**src/slcl_pkg.sv**
```systemverilog
// ----------------------------------------------------------------------------
// slcl_pkg
// Types, constants and tables shared by the stereo linked compressor blocks.
// ----------------------------------------------------------------------------
package slcl_pkg;

	localparam int REG_BANDS = 2;

	typedef struct packed {
		logic signed [15:0] left_in;
		logic signed [15:0] right_in;
		logic [1:0]         band_index;
	} smp_t;

	typedef struct packed {
		logic signed [15:0] left_out;
		logic signed [15:0] right_out;
	} res_t;

	typedef struct packed {
		logic [REG_BANDS-1:0][48:0] curve;
		logic [REG_BANDS-1:0][31:0] times;
	} cfg_t;

	typedef struct packed {
		logic        start;
		logic [31:0] a;
		logic [31:0] b;
	} mul_req_t;

	typedef struct packed {
		logic        done;
		logic [63:0] prod;
	} mul_rsp_t;

	typedef enum logic [1:0] {
		REG_BAND0_CURVE = 2'd0,
		REG_BAND0_TIMES = 2'd1,
		REG_BAND1_CURVE = 2'd2,
		REG_BAND1_TIMES = 2'd3
	} reg_idx_t;

	typedef enum logic [3:0] {
		S_IDLE,
		S_SQ,
		S_LMUL,
		S_GR,
		S_GRMUL,
		S_EMUL,
		S_FRAC,
		S_TGT,
		S_SMA,
		S_SMB,
		S_OL,
		S_OR,
		S_DONE
	} state_t;

	localparam logic [31:0] LOG_SCALE  = 32'd394566;
	localparam logic [31:0] EXP_SCALE  = 32'd10885;
	localparam logic [19:0] GAIN_MAX   = 20'hFFFFF;
	localparam logic [19:0] UNITY      = 20'h10000;
	localparam logic signed [15:0] LEV_SILENT = -16'sd30720;
	// offset that undoes the +65536 bias on the dB value and adds the
	// 2^31 bias plus the rounding half for the >>8
	localparam logic [32:0] EXP_BIAS =
		33'((64'd1 << 31) - 64'd65536 * 64'd10885 + 64'd128);

	typedef logic [15:0][31:0] root_tab_t;

	function automatic logic [63:0] isqrt64(input logic [63:0] v);
		logic [63:0] x;
		logic [63:0] r;
		logic [63:0] b;
		x = v;
		r = '0;
		for (int i = 0; i < 32; i++) begin
			b = 64'd1 << (62 - 2 * i);
			if (x >= r + b) begin
				x = x - (r + b);
				r = (r >> 1) + b;
			end else begin
				r = r >> 1;
			end
		end
		return r;
	endfunction

	// 2^(2^-(k+1)) in Q2.30, k = 0..15
	function automatic root_tab_t build_roots();
		root_tab_t   tab;
		logic [63:0] t;
		t = isqrt64(64'd1 << 61);
		tab[0] = t[31:0];
		for (int k = 1; k < 16; k++) begin
			t = isqrt64(t << 30);
			tab[k] = t[31:0];
		end
		return tab;
	endfunction

	localparam root_tab_t ROOT_TAB = build_roots();

endpackage

```
**src/slcl_mul.sv**
```systemverilog
// ----------------------------------------------------------------------------
// slcl_mul
// Bit-serial 32x32 shift-add multiplier, one multiplier bit per cycle.
// ----------------------------------------------------------------------------
module slcl_mul (
	input  logic               clk,
	input  logic               arst_n,
	input  slcl_pkg::mul_req_t req,
	output slcl_pkg::mul_rsp_t rsp
);

	logic [31:0] a_q;
	logic [63:0] prod_q;
	logic [4:0]  cnt_q;
	logic        busy_q;
	logic        done_q;
	logic [32:0] sum;

	assign sum = {1'b0, prod_q[63:32]} + (prod_q[0] ? {1'b0, a_q} : 33'd0);

	always_ff @(posedge clk or negedge arst_n) begin
		if (!arst_n) begin
			busy_q <= 1'b0;
			done_q <= 1'b0;
			cnt_q  <= '0;
		end else begin
			done_q <= busy_q && (cnt_q == 5'd31);
			if (req.start) begin
				busy_q <= 1'b1;
				cnt_q  <= '0;
			end else if (busy_q) begin
				cnt_q <= cnt_q + 5'd1;
				if (cnt_q == 5'd31) begin
					busy_q <= 1'b0;
				end
			end
		end
	end

	always_ff @(posedge clk) begin
		if (req.start) begin
			a_q    <= req.a;
			prod_q <= {32'd0, req.b};
		end else if (busy_q) begin
			prod_q <= {sum, prod_q[31:1]};
		end
	end

	assign rsp.done = done_q;
	assign rsp.prod = prod_q;

endmodule

```
**src/slcl_apb.sv**
```systemverilog
// ----------------------------------------------------------------------------
// slcl_apb
// APB register file holding the per-band curve and time constants.
// ----------------------------------------------------------------------------
module slcl_apb (
	input  logic              clk,
	input  logic              arst_n,
	input  logic              psel,
	input  logic              penable,
	input  logic              pwrite,
	input  logic [4:0]        paddr,
	input  logic [63:0]       pwdata,
	output logic [63:0]       prdata,
	output logic              pready,
	output slcl_pkg::cfg_t    cfg
);

	slcl_pkg::cfg_t     cfg_q;
	slcl_pkg::reg_idx_t idx;
	logic               wr;

	assign idx    = slcl_pkg::reg_idx_t'(paddr[4:3]);
	assign wr     = psel && penable && pwrite;
	assign pready = 1'b1;

	always_ff @(posedge clk or negedge arst_n) begin
		if (!arst_n) begin
			cfg_q <= '0;
		end else if (wr) begin
			unique case (idx)
				slcl_pkg::REG_BAND0_CURVE: cfg_q.curve[0] <= pwdata[48:0];
				slcl_pkg::REG_BAND0_TIMES: cfg_q.times[0] <= pwdata[31:0];
				slcl_pkg::REG_BAND1_CURVE: cfg_q.curve[1] <= pwdata[48:0];
				slcl_pkg::REG_BAND1_TIMES: cfg_q.times[1] <= pwdata[31:0];
				default: ;
			endcase
		end
	end

	always_comb begin
		unique case (idx)
			slcl_pkg::REG_BAND0_CURVE: prdata = {15'd0, cfg_q.curve[0]};
			slcl_pkg::REG_BAND0_TIMES: prdata = {32'd0, cfg_q.times[0]};
			slcl_pkg::REG_BAND1_CURVE: prdata = {15'd0, cfg_q.curve[1]};
			slcl_pkg::REG_BAND1_TIMES: prdata = {32'd0, cfg_q.times[1]};
			default:                   prdata = '0;
		endcase
	end

	assign cfg = cfg_q;

endmodule

```
**src/stereo_linked_compressor_limiter.sv**
```systemverilog
// ----------------------------------------------------------------------------
// stereo_linked_compressor_limiter
// Feed-forward hard-knee compressor with linked stereo gain per band.
// ----------------------------------------------------------------------------
//  channel | signals                              | transfer when
//  sample  | smp_valid, smp_ready, smp            | smp_valid && smp_ready
//  result  | res_valid, res_ready, res            | res_valid && res_ready
//  config  | psel penable pwrite paddr pwdata ... | psel && penable && pwrite
//
//  An active band runs up to 39 products through the single bit-serial
//  multiplier, one after another; their count is set by the peak (16 log
//  squarings, none for a silent pair), the knee product and the count of set
//  exponent bits.
//  Reset clears the control and configuration registers and sets both band gains to 1.0.
//  A new sample is taken while a finished result waits in the output register.
// ----------------------------------------------------------------------------
module stereo_linked_compressor_limiter #(
	parameter int BANDS = 2
) (
	input  logic           clk,
	input  logic           arst_n,
	input  logic           smp_valid,
	output logic           smp_ready,
	input  slcl_pkg::smp_t smp,
	output logic           res_valid,
	input  logic           res_ready,
	output slcl_pkg::res_t res,
	input  logic           psel,
	input  logic           penable,
	input  logic           pwrite,
	input  logic [4:0]     paddr,
	input  logic [63:0]    pwdata,
	output logic [63:0]    prdata,
	output logic           pready
);

	slcl_pkg::cfg_t     cfg;
	slcl_pkg::mul_req_t mreq;
	slcl_pkg::mul_rsp_t mrsp;
	slcl_pkg::state_t   state_q, state_d;

	logic signed [15:0] l_q, r_q, lev_q;
	logic               band_q;
	logic [31:0]        m_q;
	logic [15:0]        frac_q, fb_q, gr_q;
	logic [3:0]         e_q, cnt_q;
	logic [7:0]         qi_q;
	logic [30:0]        p_q;
	logic [19:0]        tgt_q, ng_q, c_q;
	logic [36:0]        acc_q;
	logic [19:0]        gain_q [slcl_pkg::REG_BANDS];
	logic               issued_q;
	slcl_pkg::res_t     res_q, pend_q;
	logic               res_valid_q;

	logic        active, load, lev_gt;
	logic [15:0] al, ar, peak;
	logic [3:0]  e_in;
	logic [48:0] curve;
	logic [31:0] times;
	logic [20:0] l2mag;
	logic [16:0] diff, gb;
	logic [17:0] gdb;
	logic [32:0] qsum;
	logic [31:0] sq;
	logic [8:0]  sh;
	logic [63:0] shifted;
	logic [19:0] tgt;
	logic [38:0] ngsum;
	logic [19:0] ng;
	logic [15:0] babs;
	logic [20:0] rnd;
	logic [15:0] applied;
	logic        bneg;

	slcl_apb u_apb (
		.clk(clk), .arst_n(arst_n), .psel(psel), .penable(penable), .pwrite(pwrite),
		.paddr(paddr), .pwdata(pwdata), .prdata(prdata), .pready(pready), .cfg(cfg)
	);

	slcl_mul u_mul (.clk(clk), .arst_n(arst_n), .req(mreq), .rsp(mrsp));

	assign curve = cfg.curve[band_q];
	assign times = cfg.times[band_q];

	always_comb begin
		al   = smp.left_in[15] ? 16'(-smp.left_in) : smp.left_in;
		ar   = smp.right_in[15] ? 16'(-smp.right_in) : smp.right_in;
		peak = (al > ar) ? al : ar;
		e_in = '0;
		for (int i = 0; i < 16; i++) begin
			if (peak[i]) begin
				e_in = 4'(i);
			end
		end
		active = ({1'b0, smp.band_index} < 3'(BANDS)) && !smp.band_index[1]
			&& cfg.curve[smp.band_index[0]][48];
	end

	assign load   = (state_q == slcl_pkg::S_DONE) && (!res_valid_q || res_ready);
	assign lev_gt = lev_q > $signed(curve[47:32]);
	assign sq     = mrsp.prod[61:30];
	assign l2mag  = {1'b0, 4'd15 - e_q, 16'd0} - {5'd0, frac_q};
	assign diff   = 17'({lev_q[15], lev_q} - {curve[47], curve[47:32]});
	assign gdb    = {{2{curve[15]}}, curve[15:0]} - {2'd0, gr_q};
	assign gb     = 17'(gdb + 18'h10000);
	assign qsum   = {1'b0, mrsp.prod[31:0]} + slcl_pkg::EXP_BIAS;
	assign sh     = 9'd142 - {1'b0, qi_q};
	assign shifted = ({33'd0, p_q} + (64'd1 << (sh[5:0] - 6'd1))) >> sh[5:0];

	always_comb begin
		if (qi_q >= 8'd132) begin
			tgt = slcl_pkg::GAIN_MAX;
		end else if (sh >= 9'd33) begin
			tgt = '0;
		end else if (shifted > 64'(slcl_pkg::GAIN_MAX)) begin
			tgt = slcl_pkg::GAIN_MAX;
		end else begin
			tgt = shifted[19:0];
		end
	end

	assign ngsum = {2'd0, acc_q} + {1'b0, mrsp.prod[37:0]} + 39'h8000;
	assign ng    = (ngsum[38:16] > 23'(slcl_pkg::GAIN_MAX)) ? slcl_pkg::GAIN_MAX
		: ngsum[35:16];

	assign bneg = (state_q == slcl_pkg::S_OL) ? l_q[15] : r_q[15];
	assign rnd  = 21'((mrsp.prod[36:0] + 37'h8000) >> 16);
	always_comb begin
		if (bneg) begin
			applied = (rnd > 21'd32768) ? 16'h8000 : 16'(17'h10000 - 17'(rnd));
		end else begin
			applied = (rnd > 21'd32767) ? 16'h7FFF : rnd[15:0];
		end
		babs = (state_q == slcl_pkg::S_OL)
			? (l_q[15] ? 16'(-l_q) : l_q) : (r_q[15] ? 16'(-r_q) : r_q);
	end

	always_ff @(posedge clk or negedge arst_n) begin
		if (!arst_n) begin
			state_q <= slcl_pkg::S_IDLE;
		end else begin
			state_q <= state_d;
		end
	end

	always_comb begin
		state_d    = state_q;
		mreq.start = 1'b0;
		mreq.a     = '0;
		mreq.b     = '0;
		smp_ready  = 1'b0;
		unique case (state_q)
			slcl_pkg::S_IDLE: begin
				smp_ready = 1'b1;
				if (smp_valid) begin
					state_d = !active ? slcl_pkg::S_DONE
						: (peak == '0) ? slcl_pkg::S_GR : slcl_pkg::S_SQ;
				end
			end
			slcl_pkg::S_SQ: begin
				mreq.start = !issued_q;
				mreq.a     = m_q;
				mreq.b     = m_q;
				if (mrsp.done && cnt_q == 4'd15) begin
					state_d = slcl_pkg::S_LMUL;
				end
			end
			slcl_pkg::S_LMUL: begin
				mreq.start = !issued_q;
				mreq.a     = slcl_pkg::LOG_SCALE;
				mreq.b     = {12'd0, l2mag[19:0]};
				if (mrsp.done) begin
					state_d = slcl_pkg::S_GR;
				end
			end
			slcl_pkg::S_GR: begin
				state_d = lev_gt ? slcl_pkg::S_GRMUL : slcl_pkg::S_EMUL;
			end
			slcl_pkg::S_GRMUL: begin
				mreq.start = !issued_q;
				mreq.a     = {16'd0, curve[31:16]};
				mreq.b     = {15'd0, diff};
				if (mrsp.done) begin
					state_d = slcl_pkg::S_EMUL;
				end
			end
			slcl_pkg::S_EMUL: begin
				mreq.start = !issued_q;
				mreq.a     = slcl_pkg::EXP_SCALE;
				mreq.b     = {15'd0, gb};
				if (mrsp.done) begin
					state_d = slcl_pkg::S_FRAC;
				end
			end
			slcl_pkg::S_FRAC: begin
				mreq.a = {1'b0, p_q};
				mreq.b = slcl_pkg::ROOT_TAB[cnt_q];
				if (!fb_q[15]) begin
					if (cnt_q == 4'd15) begin
						state_d = slcl_pkg::S_TGT;
					end
				end else begin
					mreq.start = !issued_q;
					if (mrsp.done && cnt_q == 4'd15) begin
						state_d = slcl_pkg::S_TGT;
					end
				end
			end
			slcl_pkg::S_TGT: state_d = slcl_pkg::S_SMA;
			slcl_pkg::S_SMA: begin
				mreq.start = !issued_q;
				mreq.a     = {12'd0, gain_q[band_q]};
				mreq.b     = {12'd0, c_q};
				if (mrsp.done) begin
					state_d = slcl_pkg::S_SMB;
				end
			end
			slcl_pkg::S_SMB: begin
				mreq.start = !issued_q;
				mreq.a     = {12'd0, tgt_q};
				mreq.b     = {12'd0, 20'h10000 - c_q};
				if (mrsp.done) begin
					state_d = slcl_pkg::S_OL;
				end
			end
			slcl_pkg::S_OL, slcl_pkg::S_OR: begin
				mreq.start = !issued_q;
				mreq.a     = {12'd0, ng_q};
				mreq.b     = {16'd0, babs};
				if (mrsp.done) begin
					state_d = (state_q == slcl_pkg::S_OL) ? slcl_pkg::S_OR
						: slcl_pkg::S_DONE;
				end
			end
			slcl_pkg::S_DONE: begin
				if (load) begin
					state_d = slcl_pkg::S_IDLE;
				end
			end
			default: state_d = slcl_pkg::S_IDLE;
		endcase
	end

	always_ff @(posedge clk or negedge arst_n) begin
		if (!arst_n) begin
			issued_q    <= 1'b0;
			res_valid_q <= 1'b0;
			for (int b = 0; b < slcl_pkg::REG_BANDS; b++) begin
				gain_q[b] <= slcl_pkg::UNITY;
			end
		end else begin
			if (mreq.start) begin
				issued_q <= 1'b1;
			end else if (mrsp.done) begin
				issued_q <= 1'b0;
			end
			if (load) begin
				res_valid_q <= 1'b1;
			end else if (res_valid_q && res_ready) begin
				res_valid_q <= 1'b0;
			end
			if (state_q == slcl_pkg::S_SMB && mrsp.done) begin
				gain_q[band_q] <= ng;
			end
		end
	end

	always_ff @(posedge clk) begin
		if (load) begin
			res_q <= pend_q;
		end
		unique case (state_q)
			slcl_pkg::S_IDLE: begin
				l_q    <= smp.left_in;
				r_q    <= smp.right_in;
				band_q <= smp.band_index[0];
				pend_q <= {smp.left_in, smp.right_in};
				lev_q  <= slcl_pkg::LEV_SILENT;
				m_q    <= {16'd0, peak} << (5'd30 - {1'b0, e_in});
				e_q    <= e_in;
				frac_q <= '0;
				cnt_q  <= '0;
				gr_q   <= '0;
			end
			slcl_pkg::S_SQ: begin
				if (mrsp.done) begin
					m_q    <= sq[31] ? {1'b0, sq[31:1]} : sq;
					frac_q <= {frac_q[14:0], sq[31]};
					cnt_q  <= cnt_q + 4'd1;
				end
			end
			slcl_pkg::S_LMUL: begin
				if (mrsp.done) begin
					lev_q <= 16'(-((mrsp.prod[39:0] + 40'h800000) >> 24));
				end
			end
			slcl_pkg::S_GRMUL: begin
				if (mrsp.done) begin
					gr_q <= 16'((mrsp.prod[32:0] + 33'h8000) >> 16);
				end
			end
			slcl_pkg::S_EMUL: begin
				if (mrsp.done) begin
					qi_q  <= qsum[31:24];
					fb_q  <= qsum[23:8];
					p_q   <= 31'h40000000;
					cnt_q <= '0;
				end
			end
			slcl_pkg::S_FRAC: begin
				if (!fb_q[15] || mrsp.done) begin
					fb_q  <= {fb_q[14:0], 1'b0};
					cnt_q <= cnt_q + 4'd1;
				end
				if (fb_q[15] && mrsp.done) begin
					p_q <= mrsp.prod[60:30];
				end
			end
			slcl_pkg::S_TGT: begin
				tgt_q <= tgt;
				c_q   <= (tgt < gain_q[band_q]) ? {4'd0, times[31:16]}
					: {4'd0, times[15:0]};
			end
			slcl_pkg::S_SMA: begin
				if (mrsp.done) begin
					acc_q <= mrsp.prod[36:0];
				end
			end
			slcl_pkg::S_SMB: begin
				if (mrsp.done) begin
					ng_q <= ng;
				end
			end
			slcl_pkg::S_OL: begin
				if (mrsp.done) begin
					pend_q.left_out <= applied;
				end
			end
			slcl_pkg::S_OR: begin
				if (mrsp.done) begin
					pend_q.right_out <= applied;
				end
			end
			default: ;
		endcase
	end

	assign res_valid = res_valid_q;
	assign res       = res_q;

	a_accept_leaves_idle: assert property (@(posedge clk) disable iff (!arst_n)
		smp_valid && smp_ready |=> state_q != slcl_pkg::S_IDLE)
		else $error("sample transfer did not start work");

	a_result_from_done: assert property (@(posedge clk) disable iff (!arst_n)
		$rose(res_valid) |-> $past(state_q == slcl_pkg::S_DONE))
		else $error("result loaded outside done state");

	a_gain0_update: assert property (@(posedge clk) disable iff (!arst_n)
		!$stable(gain_q[0]) |-> $past(state_q == slcl_pkg::S_SMB))
		else $error("band 0 gain changed outside smoothing");

	a_mul_owner: assert property (@(posedge clk) disable iff (!arst_n)
		mrsp.done |-> issued_q)
		else $error("multiplier finished with no product pending");

endmodule
```
**config.mk**
```make
export PLATFORM = sky130hd
export DESIGN_NAME = stereo_linked_compressor_limiter
export DESIGN_NICKNAME = d
export VERILOG_FILES = /design/src/slcl_pkg.sv /design/src/slcl_mul.sv /design/src/slcl_apb.sv /design/src/stereo_linked_compressor_limiter.sv
export SDC_FILE = /design/constraint.sdc
export NUM_CORES = 2
export LEC_CHECK = 0
export ABC_CLOCK_PERIOD_IN_PS = 9250
export BUFFER_PORTS_ARGS = -buffer_cell sky130_fd_sc_hd__buf_2
export CORE_AREA = 3 3 392 394
export CTS_BUF_LIST = sky130_fd_sc_hd__clkbuf_4 sky130_fd_sc_hd__clkbuf_8 sky130_fd_sc_hd__clkbuf_16
export CTS_CLUSTER_DIAMETER = 200
export DETAILED_ROUTE_END_ITERATION = 8
export DIE_AREA = 0 0 395 397
export GPL_TIMING_DRIVEN = 0
export PLACE_DENSITY = 0.48
export SYNTH_ARGS = -nofsm -noshare
export SYNTH_HDL_FRONTEND = slang
export SYNTH_SLANG_ARGS = --single-unit
```
**constraint.sdc**
```tcl
create_clock -name clk -period 9.25 [get_ports clk]
set_clock_uncertainty 0.1 [all_clocks]
set_input_delay 0 -clock clk [delete_from_list [all_inputs] [get_ports clk]]
set_output_delay 0 -clock clk [all_outputs]
set_load 0.02 [all_outputs]
```
Word level (Yosys, flattened, before mapping)
Memory sizes are Yosys's and may differ from the RTL's. A register that Yosys moved wholly into a read port is not among the register bits.
Index checks and enable logic that the tools add are counted.
{"block": "word_totals", "regBits": 648, "mem_bits_ro": 512, "in_bits": 110, "out_inout_bits": 99, "n_memories": 1}
{"block": "classes", "addsub": 25, "order_cmp": 15, "n_eq_ne": 33, "n_shift": 3, "n_mux": 99, "bitwise": 1, "reduce_logical": 47}
{"memory": "(no name shown)", "depth": 16, "word_bits": 32, "rd": 1, "rd_ports_with_merged_regs": 1, "write_ports": 0, "line_no": "stereo_linked_compressor_limiter.sv:198", "rtl": "mreq.b = slcl_pkg::ROOT_TAB[cnt_q];"}
{"cell": "case mux 65 bit (8 select lines)", "n": 1}
{"cell": "2-to-1 mux 16 bit", "n": 16}
{"cell": "case mux 64 bit (4 select lines)", "n": 1}
{"cell": "2-to-1 mux 32 bit", "n": 7}
{"cell": "case mux 16 bit (2 select lines)", "n": 6}
{"cell": "2-to-1 mux 20 bit", "n": 8}
{"cell": "2-to-1 mux 4 bit", "n": 26}
{"cell": "2-to-1 mux 49 bit", "n": 2}
{"cell": "2-to-1 mux 48 bit", "n": 2}
{"cell": "2-to-1 mux 31 bit", "n": 3}
{"cell": "negator 16 bit", "n": 5}
{"cell": "adder 31 x 64 -> 64 bit", "n": 1}
{"cell": "greater-than comparator 64 x 20 -> 1 bit (second input constant)", "n": 1}
{"cell": "case mux 32 bit (2 select lines)", "n": 1}
{"cell": "left shift 1 x 6 -> 64 bit (first input constant)", "n": 1}
{"cell": ">> shifter 64 x 6 -> 64 bit", "n": 1}
{"cell": "case mux 31 bit (2 select lines)", "n": 1}
{"cell": "case mux 4 bit (12 select lines)", "n": 1}
{"cell": "adder 40 x 24 -> 40 bit (second input constant)", "n": 1}
{"cell": "bitwise mux 40 bit", "n": 1}
{"cell": "adder 37 x 38 -> 39 bit", "n": 1}
{"cell": "adder 39 x 16 -> 39 bit (second input constant)", "n": 1}
{"cell": "adder 37 x 16 -> 37 bit (second input constant)", "n": 1}
{"cell": "adder 32 x 32 -> 33 bit", "n": 1}
{"cell": "57 further kinds", "n": 133}

Logic depth before layout (Yosys ltp)
{"block": "depth", "ltp_word": 22, "mapped_depth": 48}

By module
From an unflattened synthesis, not the netlist that was laid out.
{"block": "unflattened", "hier_cells": 4585, "area_unflattened_um2": 45810.2}
{"module": "stereo_linked_compressor_limiter", "instances": 1, "cells_per_inst": 3627, "area_each_um2": 32850.3}
{"module": "slcl_apb", "instances": 1, "cells_per_inst": 445, "area_each_um2": 7288.2}
{"module": "slcl_mul", "instances": 1, "cells_per_inst": 513, "area_each_um2": 5671.7}

Worst setup path after synthesis
Ideal clock, no wire load.
{"block": "synth_path", "path_kind": "register to register", "start": "reg qi_q[0]", "end": "reg c_q[12] (data pin)", "t_arrival_ps": 9517, "slack_ps": -639, "stages_incl_launch_ff": 46, "path_buffers": 7, "synth_period_minus_slack_ps": 9889, "cell_sequence": "edfxtp_1 > buf_6 > clkbuf_1 > inv_1 > clkbuf_1 > clkbuf_1 > ha_1 > buf_2 > nor3b_1 > a221oi_2 > nor2_1 > nor2_1 > and3_1 > ha_1 > fa_1 > a211oi_1 > o211ai_1 > nand2_1 > [... 10 more ...] > nor2_1 > o21ai_0 > ha_1 > a21o_1 > a21o_1 > a21oi_1 > nor2b_1 > o21ai_0 > nand2b_1 > a21oi_1 > nor2b_1 > o21ai_0 > a21boi_0 > o21ai_0 > o211ai_1 > nor2_4 > buf_12 > mux4_2"}
{"block": "synth_between", "elab_chain_len": 11, "elab_cells_between_ends": 13, "cone_classes": "add/sub (3); order compare (4); shift (2); mux (4)"}
{"element": "start: declaration", "line_no": "stereo_linked_compressor_limiter.sv:47", "rtl": "logic [7:0] qi_q;"}
{"element": "start signal: assignment", "line_no": "stereo_linked_compressor_limiter.sv:305", "rtl": "qi_q <= qsum[31:24];"}
{"element": "subtractor 8 x 8 -> 9 bit", "line_no": "stereo_linked_compressor_limiter.sv:108", "rtl": "assign sh = 9'd142 - {1'b0, qi_q};"}
{"element": "subtractor 6 x 1 -> 6 bit", "line_no": "stereo_linked_compressor_limiter.sv:109", "rtl": "assign shifted = ({33'd0, p_q} + (64'd1 << (sh[5:0] - 6'd1))) >> sh[5:0];"}
{"element": "left shift 1 x 6 -> 64 bit", "line_no": "stereo_linked_compressor_limiter.sv:109"}
{"element": "adder 31 x 64 -> 64 bit", "line_no": "stereo_linked_compressor_limiter.sv:109"}
{"element": ">> shifter 64 x 6 -> 64 bit", "line_no": "stereo_linked_compressor_limiter.sv:109"}
{"element": "greater-than comparator 64 x 20 -> 1 bit", "line_no": "stereo_linked_compressor_limiter.sv:116", "rtl": "end else if (shifted > 64'(slcl_pkg::GAIN_MAX)) begin"}
{"element": "2-to-1 mux 20 bit", "line_no": "stereo_linked_compressor_limiter.sv:116"}
{"element": "2-to-1 mux 20 bit", "line_no": "stereo_linked_compressor_limiter.sv:114", "rtl": "end else if (sh >= 9'd33) begin"}
{"element": "2-to-1 mux 20 bit *", "line_no": "stereo_linked_compressor_limiter.sv:112", "rtl": "if (qi_q >= 8'd132) begin"}
{"element": "named net tgt[5]", "line_no": "stereo_linked_compressor_limiter.sv:68", "rtl": "logic [19:0] tgt;"}
{"element": "< comparator 20 bit *", "line_no": "stereo_linked_compressor_limiter.sv:322", "rtl": "c_q <= (tgt < gain_q[band_q]) ? {4'd0, times[31:16]}"}
{"element": "2-to-1 mux 16 bit *", "line_no": "stereo_linked_compressor_limiter.sv:322"}
{"element": "end signal: assignment", "line_no": "stereo_linked_compressor_limiter.sv:322"}
{"element": "end: declaration", "line_no": "stereo_linked_compressor_limiter.sv:49", "rtl": "logic [19:0] tgt_q, ng_q, c_q;"}
Mark *: on every way through the listed nets, which the timed path passes. The rest lies on a longest branch.
A chain may end at the register's enable or synchronous reset.

Final worst setup path
Ends and elaborated chain as after synthesis.

==> load_flow_metrics.sql <==
INSERT INTO impl_metrics (metric_group, metric, value, unit) VALUES
('run_status', 'run_status', 'complete, no violations', ''),
('setup_path', 'crit_cells', '44', ''),
('sta', 'slew_violations', '0', ''),
('placed_design', 'pre_cts_ws', '-3.01', 'ns'),
('pwr', 'share_clk_of_total_power', '22.9', '%'),
('die', 'die_area', '157000', 'sq um'),
('clock_network', 'cts.htree.levels', '3', ''),
('yosys', 'synthArstFlopShare', '31.9', '%'),
('yosys', 'synth_top_area_share', '26.4', '%'),
('setup_path', 'r2r.worst_path.cells', '44', ''),
('pwr', 'power_frac_comb', '44.7', '%'),
('grt', 'overflow', '0', ''),
('clock_network', 'cts-buffers-inserted', '78', ''),
('grt', 'grt_pass1_vias', '38200', ''),
('pwr', 'power.net_switching', '0.00639', 'W'),
('sta', 'timing_hold_violations_final', '0', ''),
('sta', 'worst_slack', '0.135', 'ns'),
('setup_path', 'regToRegStartpoint', 'qi_q[0]', ''),
('yosys', 'predominant_post_synthesis_flop_cell', 'sky130_fd_sc_hd__edfxtp_1', ''),
('setup_path', 'critPathRequiredTime', '9.55', 'ns'),
('sta', 'slew_margin_rel', '12.0', '%'),
('final_layout', 'num-nets-final', '5374', ''),
('clock_network', 'tritoncts_num_sinks', '673', ''),
('clock_network', 'clock_tree_from_tritoncts', 'built', ''),
('die', 'fp.dieW', '395', 'um'),
('setup_path', 'timing.critical_path.from', 'qi_q[0]', ''),
('yosys', 'synth_enable_flop_cells', '397', ''),
('setup_path', 'r2r_slack', '0.13', 'ns'),
('sta', 'tightestPinTransition', '1.31', 'ns'),
('pwr', 'leakage', '21.7', 'nW'),
('hold_path', 'timing.hold.worst_path_depth', '3', ''),
('routing', 'drt_first_iter_violations', '3717', ''),
('setup_path', 'critical-path-max-stage-delay', '0.55', 'ns'),
('sta', 'period_share', '98.5', '%'),
('clock_network', 'clkTransAtPathRegs', '0.06', 'ns'),
('pwr', 'worst_ir_drop_vdd', '0.190', 'mV'),
('placed_design', 'gp_congestion', '0.949', ''),
('grt', 'maximum_number_of_pins_on_one_net_before_global_route_repair', '81', ''),
('die', 'die_height', '397', 'um'),
('setup_path', 'timing.critical_path.to_type', 'flop', ''),
('yosys', 'ys_top_cells_by_area', 'sky130_fd_sc_hd__edfxtp_1 (26%), sky130_fd_sc_hd__dfrtp_1 (12%), sky130_fd_sc_hd__ha_1 (6.9%), sky130_fd_sc_hd__mux2_2 (5.3%), sky130_fd_sc_hd__mux2i_1 (4.0%)', ''),
('placed_design', 'placed_cells', '6730', ''),
('grt', 'global_route_wire_length_before_repair', '267', 'mm'),
('pwr', 'seq_power_share', '32.4', '%'),
('yosys', 'syn-instance-count', '4517', ''),
('die', 'core.rowCount', '142', ''),
('setup_path', 'crit_start_category', 'flop', ''),
('setup_path', 'critical_path_cell_with_the_highest_stage_delay', 'sky130_fd_sc_hd__mux4_2', ''),
('routing', 'route.detailed.drc', '0', ''),
('pwr', 'power.density', '273', 'nW/um^2'),
('setup_path', 'worst-path-buf-inv', '11', ''),
('setup_path', 'crit-reg2reg-capture', 'c_q[12]', ''),
('sta', 'fmax', '110', 'MHz'),
('final_layout', 'areaGrowthSynthToFinish', '21.1', '%'),
('yosys', 'synth_seq_cells', '673', ''),
('pwr', 'power.share.switching', '42.8', '%'),
('die', 'start_util', '30.0', '%'),
('final_layout', 'final_common_cell', 'sky130_fd_sc_hd__edfxtp_1', ''),
('sta', 'fin_crit', '9.12', 'ns'),
('setup_path', 'timing.setup.critical_path_class', 'flop to flop', ''),
('final_layout', 'most_used_cells_in_the_layout_excluding_fill_and_tap_cells', 'sky130_fd_sc_hd__edfxtp_1 (397), sky130_fd_sc_hd__nor2_1 (387), sky130_fd_sc_hd__nand2_1 (353)', ''),
('run', 'drv.max_cap_violation_count', '0', ''),
('placed_design', 'numPortBuffers', '172', ''),
('routing', 'ant_nets', '0', ''),
('yosys', 'yosysWarningCount', '0', ''),
('clock_network', 'clock_latency_on_the_worst_skew_pair', '0.69', 'ns'),
('hold_path', 'type_of_the_tightest_min_delay_check', 'primary input to flop', ''),
('grt', 'antenna_found_initial', '3', ''),
('grt', 'grt_usage', '22.8', '%'),
('clock_network', 'clock_path_buffers', '3', ''),
('setup_path', 'critical_path.top_delay_family', 'compound AO/OA/AOI/OAI gates', '');
state kept, by name (all words and copies together), names as in the netlist, 20 cells and up, named ones only:
name          cells
u_apb.cfg       162
u_mul.prod_q     64
gain_q           40
acc_q            37
m_q              32
pend_q           32
res              32
u_mul.a_q        32
p_q              31
ng_q             20
tgt_q            20
cell families (layout without fill, tap and decap cells):
group	Yosys count	count (layout)	synth area share, %
simple gates	1342	1342	14.2
compound gates	1121	1121	16.6
flops	673	673	41.1
mux	449	449	12.2
buf+inv	432	978	3.91
fa+ha+maj	252	252	7.06
xor+xnor	246	246	4.93
other cells	2	17	0.0167
cell usage after synthesis (97+ instances only):
cell type	number
sky130_fd_sc_hd__dfrtp_1	213
sky130_fd_sc_hd__xnor2_1	136
sky130_fd_sc_hd__o21ai_0	295
sky130_fd_sc_hd__xor2_1	104
sky130_fd_sc_hd__a21oi_1	250
sky130_fd_sc_hd__edfxtp_1	397
sky130_fd_sc_hd__mux2_2	212
sky130_fd_sc_hd__inv_1	155
sky130_fd_sc_hd__ha_1	248
sky130_fd_sc_hd__nor2_1	398
sky130_fd_sc_hd__nand2_1	358
sky130_fd_sc_hd__and2_1	97
sky130_fd_sc_hd__mux2i_1	178
sky130_fd_sc_hd__clkbuf_1	205
per-layer routing:
| metal | vias to the layer above | global-route usage, % | wire length, um |
|---|---|---|---|
| met3 | 318 | 2.62 | 10500 |
| met5 | - | 0.431 | 0 |
| met2 | 1403 | 37.6 | 86300 |
| met4 | 0 | 9.12 | 7970 |
| met1 | 19800 | 30.5 | 80200 |
| li1 | 17800 | - | - |
area by class of cell:
cell class	count	area (sq um)
Antenna cell	1	2.50
Buffer	262	1170
Clock buffer	109	2280
Clock inverter	36	564
Fill cell	15200	95500
Inverter	158	609
Multi-Input combinational cell	3426	25700
Sequential cell	673	18500
Tap cell	2016	2520
Timing Repair Buffer	413	3260
stage by stage:
stage | area [sq um] | hold WS [ns] | utilization (%) | setup TNS, ns
after floorplan | 45200 | -0.396 | - | 0
after global placement | 48600 | 0.109 | 32.3 | -56.86
after detailed placement | 48800 | -0.128 | 32.5 | -45.68
after CTS | 54200 | 0.000597 | 36.1 | -1.06
after global routing | 54600 | 0.0256 | 36.4 | -3.24
final | 54600 | 0.0427 | 36.4 | 0
worst min-delay path by stage:
stage,end,from
floorplan,gain_q[0],arst_n
global placement,band_q,smp[0]
detailed placement,u_apb.cfg[113],arst_n
CTS,u_apb.cfg[110],pwdata[46]
global route,l_q[6],smp[24]
finish,u_apb.cfg[110],pwdata[46]
tightest hold or removal path, stage by stage:
cell and delay, ns:
sky130_fd_sc_hd__dlygate4sd3_1 0.52, sky130_fd_sc_hd__buf_2 0.11, sky130_fd_sc_hd__mux2_2 0.13
power groups by stage:
stage / Sequential [W] / Combinational [W] / Clock, W
final: 0.00484 / 0.00668 / 0.00341
after global routing: 0.00489 / 0.00724 / 0.00357
after CTS: 0.00481 / 0.00662 / 0.00346
after detailed placement: 0.00486 / 0.00650 / 0
after global placement: 0.00487 / 0.00645 / 0
after floorplan: 0.00451 / 0.00432 / 0
repair_timing:
action                                 4_1_cts  5_1_grt
buffers inserted                            64       30
gates resized for setup                    146       46
endpoints found under the hold margin      380        0
setup endpoints to repair                   22       16
gates cloned                                 0        0
hold buffers                               137        0
pin swaps                                   64       51
Note: power is estimated with default switching activity, not from simulation.
